**config.mk**
```make
export PLATFORM = sky130hd
export DESIGN_NAME = timed_lock_call_sequencer_unit
export DESIGN_NICKNAME = d
export VERILOG_FILES = /design/src/hdl/tlcs_pkg.sv /design/src/hdl/tlcs_step.sv /design/src/hdl/tlcs_div.sv /design/src/hdl/timed_lock_call_sequencer_unit.sv
export SDC_FILE = /design/constraint.sdc
export NUM_CORES = 2
export LEC_CHECK = 0
export ABC_AREA = 1
export BUFFER_PORTS_ARGS = -buffer_cell sky130_fd_sc_hd__buf_2
export CORE_MARGIN = 5
export CORE_UTILIZATION = 65
export CTS_CLUSTER_DIAMETER = 150
export CTS_CLUSTER_SIZE = 20
export DETAILED_ROUTE_END_ITERATION = 8
export MAX_ROUTING_LAYER = met4
export PLACE_DENSITY = 0.93
export RECOVER_POWER = 100
export SLEW_MARGIN = 25
export SYNTH_ARGS = -nofsm -noshare
export SYNTH_HDL_FRONTEND = slang
export SYNTH_SLANG_ARGS = --single-unit
```
**constraint.sdc**
```tcl
create_clock -name clk -period 13.1 [get_ports clk]
set_input_delay 1.31 -clock clk [delete_from_list [all_inputs] [get_ports clk]]
set_output_delay 1.31 -clock clk [all_outputs]
set_load 0.005 [all_outputs]
```
**src/hdl/tlcs_pkg.sv**
```systemverilog
// Types and constants shared by the timed lock call sequencer.
package tlcs_pkg;

	localparam int CFG_W = 24;
	localparam int CNT_W = 32;
	localparam int MIN_W = 16;

	localparam logic [1:0] CMD_START = 2'd1;
	localparam logic [1:0] CMD_STOP  = 2'd2;

	localparam logic [1:0] PH_IDLE = 2'd0;
	localparam logic [1:0] PH_WAIT = 2'd1;
	localparam logic [1:0] PH_RUN  = 2'd2;
	localparam logic [1:0] PH_CALL = 2'd3;

	localparam logic [1:0] EV_NONE   = 2'd0;
	localparam logic [1:0] EV_DIAL   = 2'd1;
	localparam logic [1:0] EV_HANGUP = 2'd2;

	localparam logic [1:0] REG_LOCK_TO   = 2'd0;
	localparam logic [1:0] REG_UNLOCK_TO = 2'd1;
	localparam logic [1:0] REG_HANGUP_TO = 2'd2;

	localparam logic [CFG_W-1:0] LOCK_TO_RST   = 24'd1200000;
	localparam logic [CFG_W-1:0] UNLOCK_TO_RST = 24'd120000;
	localparam logic [CFG_W-1:0] HANGUP_TO_RST = 24'd20000;

	localparam logic [CNT_W-1:0] MS_PER_MIN = 32'd60000;

	// floor(n / 60000) = floor((n >> 5) * RECIP >> DIV_SHIFT) for all 32-bit n
	localparam int          DIV_PRE   = 5;
	localparam int          DIV_SHIFT = 38;
	localparam logic [27:0] RECIP     = 28'd146601551;

	typedef struct packed {
		logic [CFG_W-1:0] lock_to;
		logic [CFG_W-1:0] unlock_to;
		logic [CFG_W-1:0] hangup_to;
	} cfg_t;

	typedef struct packed {
		logic       output_on;
		logic       led_green;
		logic       led_orange;
		logic       led_red;
		logic [1:0] modem_event;
		logic       program_active;
	} res_t;

endpackage

```
**src/hdl/tlcs_step.sv**
```systemverilog
// Sequencer state and per-tick phase update with its result register.
module tlcs_step (
	input  logic                      clk,
	input  logic                      arst_n,
	input  logic                      adv,
	input  tlcs_pkg::cfg_t            cfg,
	input  logic [1:0]                cmd_s1,
	input  logic [tlcs_pkg::CNT_W-1:0] dur_ms_s1,
	input  logic                      locked_s1,
	output tlcs_pkg::res_t            res_s2,
	output logic [tlcs_pkg::CNT_W-1:0] diff_s2
);
	import tlcs_pkg::*;

	logic [1:0]       ph_q;
	logic             start_q;
	logic             stop_q;
	logic [CNT_W-1:0] run_ms_q;
	logic [CNT_W-1:0] pe_q;
	logic [CNT_W-1:0] ue_q;
	logic             out_q;
	logic             grn_q;
	logic             org_q;
	logic             red_q;

	logic [1:0]       ph_n;
	logic             start_n;
	logic             stop_n;
	logic [CNT_W-1:0] run_ms_n;
	logic [CNT_W-1:0] pe_n;
	logic [CNT_W-1:0] ue_n;
	logic             out_n;
	logic             grn_n;
	logic             org_n;
	logic             red_n;
	logic [1:0]       ev_n;

	always_comb begin
		ph_n     = ph_q;
		start_n  = start_q;
		stop_n   = stop_q;
		run_ms_n = run_ms_q;
		pe_n     = (&pe_q) ? pe_q : pe_q + 1'b1;
		ue_n     = (&ue_q) ? ue_q : ue_q + 1'b1;
		out_n    = out_q;
		grn_n    = grn_q;
		org_n    = org_q;
		red_n    = red_q;
		ev_n     = EV_NONE;

		if (cmd_s1 == CMD_START) begin
			run_ms_n = dur_ms_s1;
			start_n  = 1'b1;
		end else if (cmd_s1 == CMD_STOP) begin
			stop_n = 1'b1;
		end

		if (ph_n == PH_IDLE && start_n) begin
			stop_n = 1'b0;
			grn_n  = 1'b1;
			ph_n   = PH_WAIT;
			pe_n   = '0;
		end

		if (ph_n == PH_WAIT) begin
			if (stop_n || pe_n >= CNT_W'(cfg.lock_to)) begin
				out_n   = 1'b0;
				grn_n   = 1'b0;
				org_n   = 1'b0;
				red_n   = 1'b0;
				ph_n    = PH_IDLE;
				start_n = 1'b0;
				stop_n  = 1'b0;
			end else if (locked_s1) begin
				ph_n  = PH_RUN;
				org_n = 1'b1;
				pe_n  = '0;
				ue_n  = '0;
			end
		end

		if (ph_n == PH_RUN) begin
			if (stop_n) begin
				out_n   = 1'b0;
				grn_n   = 1'b0;
				org_n   = 1'b0;
				red_n   = 1'b0;
				ph_n    = PH_IDLE;
				start_n = 1'b0;
				stop_n  = 1'b0;
			end else begin
				out_n = locked_s1;
				if (locked_s1) begin
					ue_n  = '0;
					red_n = 1'b1;
				end
				if (pe_n >= run_ms_n || ue_n >= CNT_W'(cfg.unlock_to)) begin
					out_n = 1'b0;
					grn_n = 1'b0;
					org_n = 1'b0;
					red_n = 1'b0;
					ev_n  = EV_DIAL;
					pe_n  = '0;
					ph_n  = PH_CALL;
				end
			end
		end else if (ph_n == PH_CALL) begin
			if (pe_n >= CNT_W'(cfg.hangup_to)) begin
				ev_n    = EV_HANGUP;
				start_n = 1'b0;
				ph_n    = PH_IDLE;
			end
		end
	end

	always_ff @(posedge clk or negedge arst_n) begin
		if (!arst_n) begin
			ph_q     <= PH_IDLE;
			start_q  <= 1'b0;
			stop_q   <= 1'b0;
			run_ms_q <= '0;
			pe_q     <= '0;
			ue_q     <= '0;
			out_q    <= 1'b0;
			grn_q    <= 1'b0;
			org_q    <= 1'b0;
			red_q    <= 1'b0;
		end else if (adv) begin
			ph_q     <= ph_n;
			start_q  <= start_n;
			stop_q   <= stop_n;
			run_ms_q <= run_ms_n;
			pe_q     <= pe_n;
			ue_q     <= ue_n;
			out_q    <= out_n;
			grn_q    <= grn_n;
			org_q    <= org_n;
			red_q    <= red_n;
		end
	end

	always_ff @(posedge clk) begin
		if (adv) begin
			res_s2.output_on      <= out_n;
			res_s2.led_green      <= grn_n;
			res_s2.led_orange     <= org_n;
			res_s2.led_red        <= red_n;
			res_s2.modem_event    <= ev_n;
			res_s2.program_active <= start_n;
			diff_s2               <= run_ms_n - pe_n;
		end
	end

	a_idle_dark: assert property (@(posedge clk) disable iff (!arst_n)
		ph_q == PH_IDLE |-> !out_q && !grn_q && !org_q && !red_q)
		else $error("idle phase with output or lamps on");

	a_dial_clears: assert property (@(posedge clk) disable iff (!arst_n)
		$past(adv) && res_s2.modem_event == EV_DIAL |->
		!res_s2.output_on && !res_s2.led_green && !res_s2.led_orange && !res_s2.led_red)
		else $error("dial word with output or lamps on");

	a_hangup_idle: assert property (@(posedge clk) disable iff (!arst_n)
		$past(adv) && res_s2.modem_event == EV_HANGUP |->
		ph_q == PH_IDLE && !res_s2.program_active)
		else $error("hang-up word without return to idle");

endmodule

```
**src/hdl/tlcs_div.sv**
```systemverilog
// Minutes-left stage: divide the remaining milliseconds by 60000.
module tlcs_div (
	input  logic                      clk,
	input  logic                      en,
	input  logic [tlcs_pkg::CNT_W-1:0] diff,
	output logic [tlcs_pkg::MIN_W-1:0] minutes_q
);
	import tlcs_pkg::*;

	logic [CNT_W-DIV_PRE-1:0]    num;
	logic [CNT_W-DIV_PRE+27:0]   prod;

	assign num  = diff[CNT_W-1:DIV_PRE];
	assign prod = (CNT_W-DIV_PRE+28)'(num) * (CNT_W-DIV_PRE+28)'(RECIP);

	always_ff @(posedge clk) begin
		if (en) begin
			minutes_q <= prod[DIV_SHIFT+MIN_W-1:DIV_SHIFT];
		end
	end

endmodule

```
**src/hdl/timed_lock_call_sequencer_unit.sv**
```systemverilog
// Top level of the timed lock call sequencer: handshake, registers, pipeline.
// Pipeline: input register, step stage result register, then output register and minutes divider.
// Throughput: one word per cycle while out_stall lets words drain; the phase
// update closes through the state registers of the step stage.
// Reset: arst_n clears phase, flags, timers and lamps and loads the timeout
// registers with their defaults; the pipeline comes up empty.
module timed_lock_call_sequencer_unit (
	input  logic                        clk,
	input  logic                        arst_n,
	input  logic                        in_valid,
	output logic                        in_stall,
	input  logic [1:0]                  command,
	input  logic [15:0]                 duration_min,
	input  logic                        locked,
	output logic                        out_valid,
	input  logic                        out_stall,
	output logic                        output_on,
	output logic                        led_green,
	output logic                        led_orange,
	output logic                        led_red,
	output logic [1:0]                  modem_event,
	output logic                        program_active,
	output logic [15:0]                 minutes_left,
	input  logic                        cfg_wr_en,
	input  logic [1:0]                  cfg_index,
	input  logic [tlcs_pkg::CFG_W-1:0]  cfg_data
);
	import tlcs_pkg::*;

	cfg_t             cfg_q;
	logic             v1_q;
	logic             v2_q;
	logic             v3_q;
	logic             en2;
	logic             en3;
	logic [1:0]       cmd_s1;
	logic [CNT_W-1:0] dur_ms_s1;
	logic             locked_s1;
	res_t             res_s2;
	res_t             res_s3;
	logic [CNT_W-1:0] diff_s2;

	always_ff @(posedge clk or negedge arst_n) begin
		if (!arst_n) begin
			cfg_q.lock_to   <= LOCK_TO_RST;
			cfg_q.unlock_to <= UNLOCK_TO_RST;
			cfg_q.hangup_to <= HANGUP_TO_RST;
		end else if (cfg_wr_en) begin
			case (cfg_index)
				REG_LOCK_TO:   cfg_q.lock_to   <= cfg_data;
				REG_UNLOCK_TO: cfg_q.unlock_to <= cfg_data;
				REG_HANGUP_TO: cfg_q.hangup_to <= cfg_data;
				default: ;
			endcase
		end
	end

	assign en3      = !v3_q || !out_stall;
	assign en2      = !v2_q || en3;
	assign in_stall = v1_q && !en2;

	always_ff @(posedge clk or negedge arst_n) begin
		if (!arst_n) begin
			v1_q <= 1'b0;
			v2_q <= 1'b0;
			v3_q <= 1'b0;
		end else begin
			if (!in_stall) v1_q <= in_valid;
			if (en2) v2_q <= v1_q;
			if (en3) v3_q <= v2_q;
		end
	end

	always_ff @(posedge clk) begin
		if (in_valid && !in_stall) begin
			cmd_s1    <= command;
			dur_ms_s1 <= CNT_W'(duration_min) * MS_PER_MIN;
			locked_s1 <= locked;
		end
	end

	tlcs_step u_step (
		.clk       (clk),
		.arst_n    (arst_n),
		.adv       (v1_q && en2),
		.cfg       (cfg_q),
		.cmd_s1    (cmd_s1),
		.dur_ms_s1 (dur_ms_s1),
		.locked_s1 (locked_s1),
		.res_s2    (res_s2),
		.diff_s2   (diff_s2)
	);

	tlcs_div u_div (
		.clk       (clk),
		.en        (v2_q && en3),
		.diff      (diff_s2),
		.minutes_q (minutes_left)
	);

	always_ff @(posedge clk) begin
		if (v2_q && en3) begin
			res_s3 <= res_s2;
		end
	end

	assign out_valid      = v3_q;
	assign output_on      = res_s3.output_on;
	assign led_green      = res_s3.led_green;
	assign led_orange     = res_s3.led_orange;
	assign led_red        = res_s3.led_red;
	assign modem_event    = res_s3.modem_event;
	assign program_active = res_s3.program_active;

	a_stall_needs_word: assert property (@(posedge clk) disable iff (!arst_n)
		in_stall |-> v1_q && v2_q && v3_q && out_stall)
		else $error("input stalled with room in the pipeline");

	a_hold_mid: assert property (@(posedge clk) disable iff (!arst_n)
		v2_q && v3_q && out_stall |=> v2_q && $stable(diff_s2))
		else $error("middle stage word lost under stall");

endmodule

```
; Word-level counts from Yosys, hierarchy flattened
; Index checks and enable logic that the tools add are counted.
; Widths: inputs -> output; s select.
[totals]
ff_bits = 271
word_cells = 138
output_inout_bits = 25
input_bits = 50
[classes]
addsub = 3
n_eq_ne = 7
magnitude_cmp = 4
n_reduce_logical = 21
muxes = 68
mul = 2
[op_table]
columns = cell, count
row1 = $mux 32, 18
row2 = $ge 32x24->1, 3
row3 = $add 32x1->32 const B, 2
row4 = $reduce_and 32->1, 2
row5 = $mul 27x28->54 const B, 1
row6 = $mux 1, 37
row7 = $ge 32x32->1, 1
row8 = $sub 32x32->32, 1
row9 = $mul 16x11->27 const B, 1
row10 = $mux 2, 13
row11 = $eq 2x2->1 const B, 4
row12 = $eq 2x1->1 const B, 3
row13 = $reduce_and 2->1, 3
row14 = $logic_and 1x1->1, 5
row15 = $logic_not 1->1, 5
row16 = $logic_not 2->1, 2
row17 = $logic_or 1x1->1, 4

; Longest topological paths before layout
[depth]
word_depth = 17
ltp_mapped = 61
ltp_nobuf = 58

; Hierarchy
; A second synthesis with hierarchy kept.
[hier_totals]
hier_cells = 4301
area_unflattened_um2 = 34727.1
[by_module_without_submodules]
columns = module, seq_area_each_um2, cells_each, area_per_inst_um2, instances
row1 = tlcs_div, 480.5, 1632, 14093.5, 1
row2 = tlcs_step, 3773.6, 1786, 12764.7, 1
row3 = timed_lock_call_sequencer_unit, 3012.9, 883, 7868.8, 1

; Least setup slack after synthesis
; OpenSTA, ideal clock, no wires.
[synth_timing]
kind = register to register
start = register u_step.pe_q[0]
end = register u_step.diff_s2[30] (netlist bit) (data pin)
setup_time_ns = 0.252
path_slack_ns = 6.797
arrival_time_ns = 6.051
required_ns = 12.848
path_stages_with_launch = 54
path_buffers = 3
synth_period_minus_slack_ns = 6.303
path_cell_list = dfrtp_1 -> ha_1 -> nand2_1 -> nor2_2 -> nand2_2 -> nor2_4 -> nand4_1 -> nand3_1 -> nor2_1 -> inv_1 -> nor2_1 -> nand3_1 -> nor4_1 -> a21oi_1 -> o21ai_0 -> inv_1 -> ha_1 -> nand2_1 -> [... 18 more ...] -> nand2_1 -> o2111ai_1 -> nand2_1 -> nand2_1 -> a21oi_1 -> nand3_2 -> nand4_4 -> buf_2 -> nand2_1 -> ha_1 -> a21oi_1 -> o21ai_0 -> inv_1 -> nor2_1 -> a2111oi_0 -> nand2_1 -> nand2_1 -> nand2_1
[synth_between]
elab_chain_len = 16
elab_cells_between_ends = 26
classes_between = 2 x add/sub / 3 x order compare / 1 x eq/ne / 17 x mux / 3 x reduce/logical
[synth_lines]
columns = item, line_no
row1 = "start, declared", tlcs_step.sv:19  ; logic [CNT_W-1:0] pe_q;
row2 = "start signal, assigned", tlcs_step.sv:133  ; pe_q <= pe_n;
row3 = $add 32x1->32 / $reduce_and 32->1 (equally long branches), tlcs_step.sv:43  ; pe_n = (&pe_q) ? pe_q : pe_q + 1'b1;
row4 = $mux 32 *, tlcs_step.sv:43
row5 = $mux 32 *, tlcs_step.sv:58  ; if (ph_n == PH_IDLE && start_n) begin
row6 = $ge 32x24->1, tlcs_step.sv:66  ; if (stop_n || pe_n >= CNT_W'(cfg.lock_to)) begin
row7 = $logic_or 1x1->1, tlcs_step.sv:66
row8 = $mux 32, tlcs_step.sv:66
row9 = $mux 32, tlcs_step.sv:65  ; if (ph_n == PH_WAIT) begin
row10 = $mux 32, tlcs_step.sv:93  ; if (locked_s1) begin
row11 = $mux 32, tlcs_step.sv:83  ; if (stop_n) begin
row12 = $mux 32, tlcs_step.sv:82  ; if (ph_n == PH_RUN) begin
row13 = $ge 32x24->1, tlcs_step.sv:97  ; if (pe_n >= run_ms_n || ue_n >= CNT_W'(cfg.unlock_to)) begin
row14 = $logic_or 1x1->1, tlcs_step.sv:97
row15 = $mux 32, tlcs_step.sv:97
row16 = $mux 32, tlcs_step.sv:83
row17 = $mux 32 *, tlcs_step.sv:82
row18 = $sub 32x32->32 *, tlcs_step.sv:150  ; diff_s2 <= run_ms_n - pe_n;
row19 = "end signal, assigned", tlcs_step.sv:150
row20 = "end, declared", tlcs_step.sv:11  ; output logic [tlcs_pkg::CNT_W-1:0] diff_s2
; Mark *: on every way between the ends. The rest lies on a longest branch, timed or not. The select of a mux whose other input is x is not followed.
; A chain may end at the register's enable or synchronous reset.

; Worst setup path in the final report
[layout_timing]
start = register u_step.pe_q[0]
end = register u_step.diff_s2[31] (netlist bit) (data pin)
; The elaborated chain is that of the path after synthesis.

==> impl.org <==
** Timing
- Worst slew pin tran :: 4.30 ns
- The number of failing hold endpoints at the final stage was 0.
- Headroom to the max-slew limit came out at -1.87.
- After layout, the minimum clock period comes to 9.67 ns.
- The final number of max-transition violations is 634.
- Setup violations remaining at the end of the flow were counted as 0.
- Clock skew on the completed layout was measured at 0.0392 ns.
- Adding up every negative setup slack in the final design gives 0 ns.
- Maximum clock frequency :: 0.103 GHz
- Dividing the final minimum period by the clock period gives 0.738.
- Unrepaired setup endpoints after global routing :: false

** Outcome
- The final reports fail on max-capacitance violations, max-slew violations.
- Outcome :: finished, violations left

** Global routing
- Global router's overall resource usage :: 0.336
- The first global-routing pass estimated 140 mm of wire.
- Global routing usage on met1 :: 0.429
- Maximum number of pins on one net before global-route repair :: 102
- For met3 alone, demand over resource in global routing was 0.0530.
- The layer flagged by global routing as most heavily used is met2.
- Number of global-route vias before repair :: 26,800
- GRT overflow :: 0
- Antenna violations before repair :: 3
- GR Layer Usage met2 :: 0.547

** Layout
- The area growth from synthesis to layout is 4.64%.
- The net count of the finished layout is 4,730.
- Layout cells sized above 1 :: 0.0441
- At the end of the flow the core is filled with cells to 0.688.

** Synthesis
- Gate count of the mapped netlist :: 3,796
- Number of distinct library cells after synthesis :: 52
- Summing every instance area after synthesis gives 32,300 µm².
- Synthesis produced a netlist with a net count of 4,678.
- Yosys attributes the largest share of cell area to sky130_fd_sc_hd__fa_1, sky130_fd_sc_hd__ha_1, sky130_fd_sc_hd__dfrtp_1, sky130_fd_sc_hd__inv_1, sky130_fd_sc_hd__nand2_1.
- Yosys mapped a number of flops with a built-in enable equal to 87.
- In the synthesized netlist the dominant register cell turns out to be sky130_fd_sc_hd__dfrtp_1.
- The synthesized design spends more area on one cell type than any other, namely sky130_fd_sc_hd__fa_1.
- Proportion of netlist area held by the largest area contributor :: 0.221
- The share of the Yosys chip area taken by registers is 0.221.
- Of all flip-flops after synthesis, the portion carrying an async set or reset was 0.673.
- Counting flops and latches in the post-synthesis netlist gives 266.
- Yosys Warn Count :: 0
- Dividing the synthesized area by the synthesized cell count gives 8.50 µm².

** Routing
- Dividing the detail-routed wire length by the instance count gives 19.2 µm.
- Number of detailed-route iterations in the first pass :: 5
- Post-route DRC :: 0
- In this run, the number of DRC markers left after iteration 0 of detailed routing was 2,323.
- WL final :: 86.8 mm
- In the routed layout, each cell is associated on average with a via count of 5.73.
- The routed layout has 25,900 vias.
- Post-route ant nets :: 0

** Hold path
- HP Class :: reg -> reg

** Critical path
- CP Data Arrival Time :: 9.94 ns
- CP Launch Type :: flip-flop
- Largest stage delay on the critical path :: 1.79 ns
- Worst-path cell with the longest stage delay :: sky130_fd_sc_hd__clkbuf_1
- CP Capture Type :: flip-flop
- Highest fanout seen on the critical path :: 53
- Kind of critical path :: reg -> reg
- In this design, the critical path's most frequently occurring cell is sky130_fd_sc_hd__nand2_1.
- Required time at the endpoint of the critical path :: 13.37 ns

** Die
- Measured along the x axis, the die boundary spans 233 µm.
- The initialized floorplan defines 81 standard-cell rows.
- Area inside the core boundary :: 49,100 µm²
- The floorplan step defined a die boundary enclosing 54,200 µm².
- In this run the count of I/O pins placed on the die edge is 75.
- Initial core utilization :: 0.658
- From bottom edge to top edge, the die measures 233 µm.

** CTS
- Post-CTS Hold Fix Bufs :: 0
- Clock latency on the worst-skew pair :: 0.54 ns
- Reg clk slew, reported paths :: 0.09 ns
- The clock passes through at most 3 buffers.
- Sinks on the clock net :: 266
- Number of levels the H-tree was split into :: 1
- Quantity of gates resized following cts :: 0
- In this run the post-CTS setup repair buffer count came out at 0.
- CTS placed an instance of sky130_fd_sc_hd__clkbuf_16 at the clock tree root.
- Buffers inserted during clock tree synthesis total 17.
- TritonCTS built the clock tree.

** Placement
- The wire-length estimate of the detail-placed layout is 72.6 mm.
- Count of input and output buffers :: 74
- Routability-driven placement finished with a final weighted congestion of 1.06.

** Job
- Max capacitance violation total :: 12
-- worst max-delay path: cells and delay by family, from the launching register on --
kind | cells | cell delay (ns)
flops | 1 | 0.44
fa+ha+maj | 4 | 1.07
buf+inv | 3 | 2.49
compound gates | 4 | 1.02
simple gates | 37 | 4.34
-- synthesized netlist by cell type, types with 12 or more instances --
| cell | number |
|---|---|
| sky130_fd_sc_hd__nand4_1 | 59 |
| sky130_fd_sc_hd__o21ai_0 | 259 |
| sky130_fd_sc_hd__or2_2 | 31 |
| sky130_fd_sc_hd__xnor2_1 | 12 |
| sky130_fd_sc_hd__clkbuf_1 | 47 |
| sky130_fd_sc_hd__nand2_1 | 719 |
| sky130_fd_sc_hd__a21oi_1 | 175 |
| sky130_fd_sc_hd__dfstp_2 | 20 |
| sky130_fd_sc_hd__dfrtp_1 | 159 |
| sky130_fd_sc_hd__a211oi_1 | 15 |
| sky130_fd_sc_hd__nor3_1 | 42 |
| sky130_fd_sc_hd__inv_1 | 813 |
| sky130_fd_sc_hd__edfxtp_1 | 87 |
| sky130_fd_sc_hd__ha_1 | 476 |
| sky130_fd_sc_hd__nor2_1 | 220 |
| sky130_fd_sc_hd__nor2_2 | 16 |
| sky130_fd_sc_hd__xor2_1 | 75 |
| sky130_fd_sc_hd__o21a_1 | 12 |
| sky130_fd_sc_hd__nand2_2 | 12 |
| sky130_fd_sc_hd__fa_1 | 356 |
| sky130_fd_sc_hd__nand3_1 | 74 |
-- cells in the final DEF, fill, tap and decap left out, types with 59 or more instances in the layout --
cell                         n
sky130_fd_sc_hd__a21oi_1   175
sky130_fd_sc_hd__dfrtp_1   159
sky130_fd_sc_hd__edfxtp_1   87
sky130_fd_sc_hd__fa_1      356
sky130_fd_sc_hd__ha_1      476
sky130_fd_sc_hd__inv_1     813
sky130_fd_sc_hd__nand2_1   726
sky130_fd_sc_hd__nand3_1    76
sky130_fd_sc_hd__nand4_1    59
sky130_fd_sc_hd__nor2_1    222
sky130_fd_sc_hd__o21ai_0   259
sky130_fd_sc_hd__xor2_1     75
-- cell families (layout without fill, tap and decap cells) --
kind of cell / count (synthesis) / count (layout) / share of synthesized area
AND/OR/NAND/NOR: 1205 / 1205 / 0.159
buffers and inverters: 884 / 947 / 0.104
adder cells (fa/ha/maj): 832 / 832 / 0.405
AO/OA/AOI/OAI: 520 / 520 / 0.0873
flip-flops: 266 / 266 / 0.221
XOR/XNOR: 87 / 87 / 0.0236
multiplexers: 2 / 2 / 0.000621
other: 0 / 3 / 0
-- sequential cells by signal, summed over array words and instances, names as in the netlist, 2 cells and up --
name             cells
u_div.minutes_q     16
cfg_q               72
cmd_s1               2
u_step.pe_q         32
dur_ms_s1           27
u_step.res_s2        7
modem_event          2
u_step.ph_q          2
u_step.ue_q         32
u_step.diff_s2      27
u_step.run_ms_q     32
-- cell type report --
type                       count  area [µm²]
tap                          664         831
antenna                        3        7.51
multi-input combinational   2646       21800
sequential                   266        7120
timing repair buffer          95         465
fill                        3811       15300
clock buffer                  28         467
clock inverter                 2        25.0
inverter                     822        3090
-- worst paths after layout --
check	endpoint	depth (start not counted)	startpoint	slack [ns]
max	u_step.diff_s2[31]	48	u_step.pe_q[0]	3.43
min	u_step.run_ms_q[1]	2	u_step.run_ms_q[1]	0.48
max reg2reg	u_step.diff_s2[31]	48	u_step.pe_q[0]	3.43
min reg2reg	u_step.run_ms_q[1]	2	u_step.run_ms_q[1]	0.48
max in group asynchronous	u_step.org_q	2	arst_n	6.88
min in group asynchronous	u_step.ue_q[1]	1	arst_n	1.68
-- routing by layer --
metal,share of wire,up-vias
met1,0.39,12400
li1,-,12100
met3,0.081,244
met5,0,-
met2,0.48,1191
met4,0.044,0
-- through the flow --
step                hold WS (ns)  setup WS, ns  cell area [µm²]  std cells
CTS                        0.476          5.13            33900       4523
finish                     0.482          3.43            33800       4526
global placement           0.451          5.26            33400       4493
detailed placement         0.453          5.14            33400       4493
global route               0.500          2.38            33800       4526
floorplan                  0.400          6.80            32300       3796
Power is not shown: default switching activity piles up to over one toggle a cycle in this logic, so the estimate is an artifact.
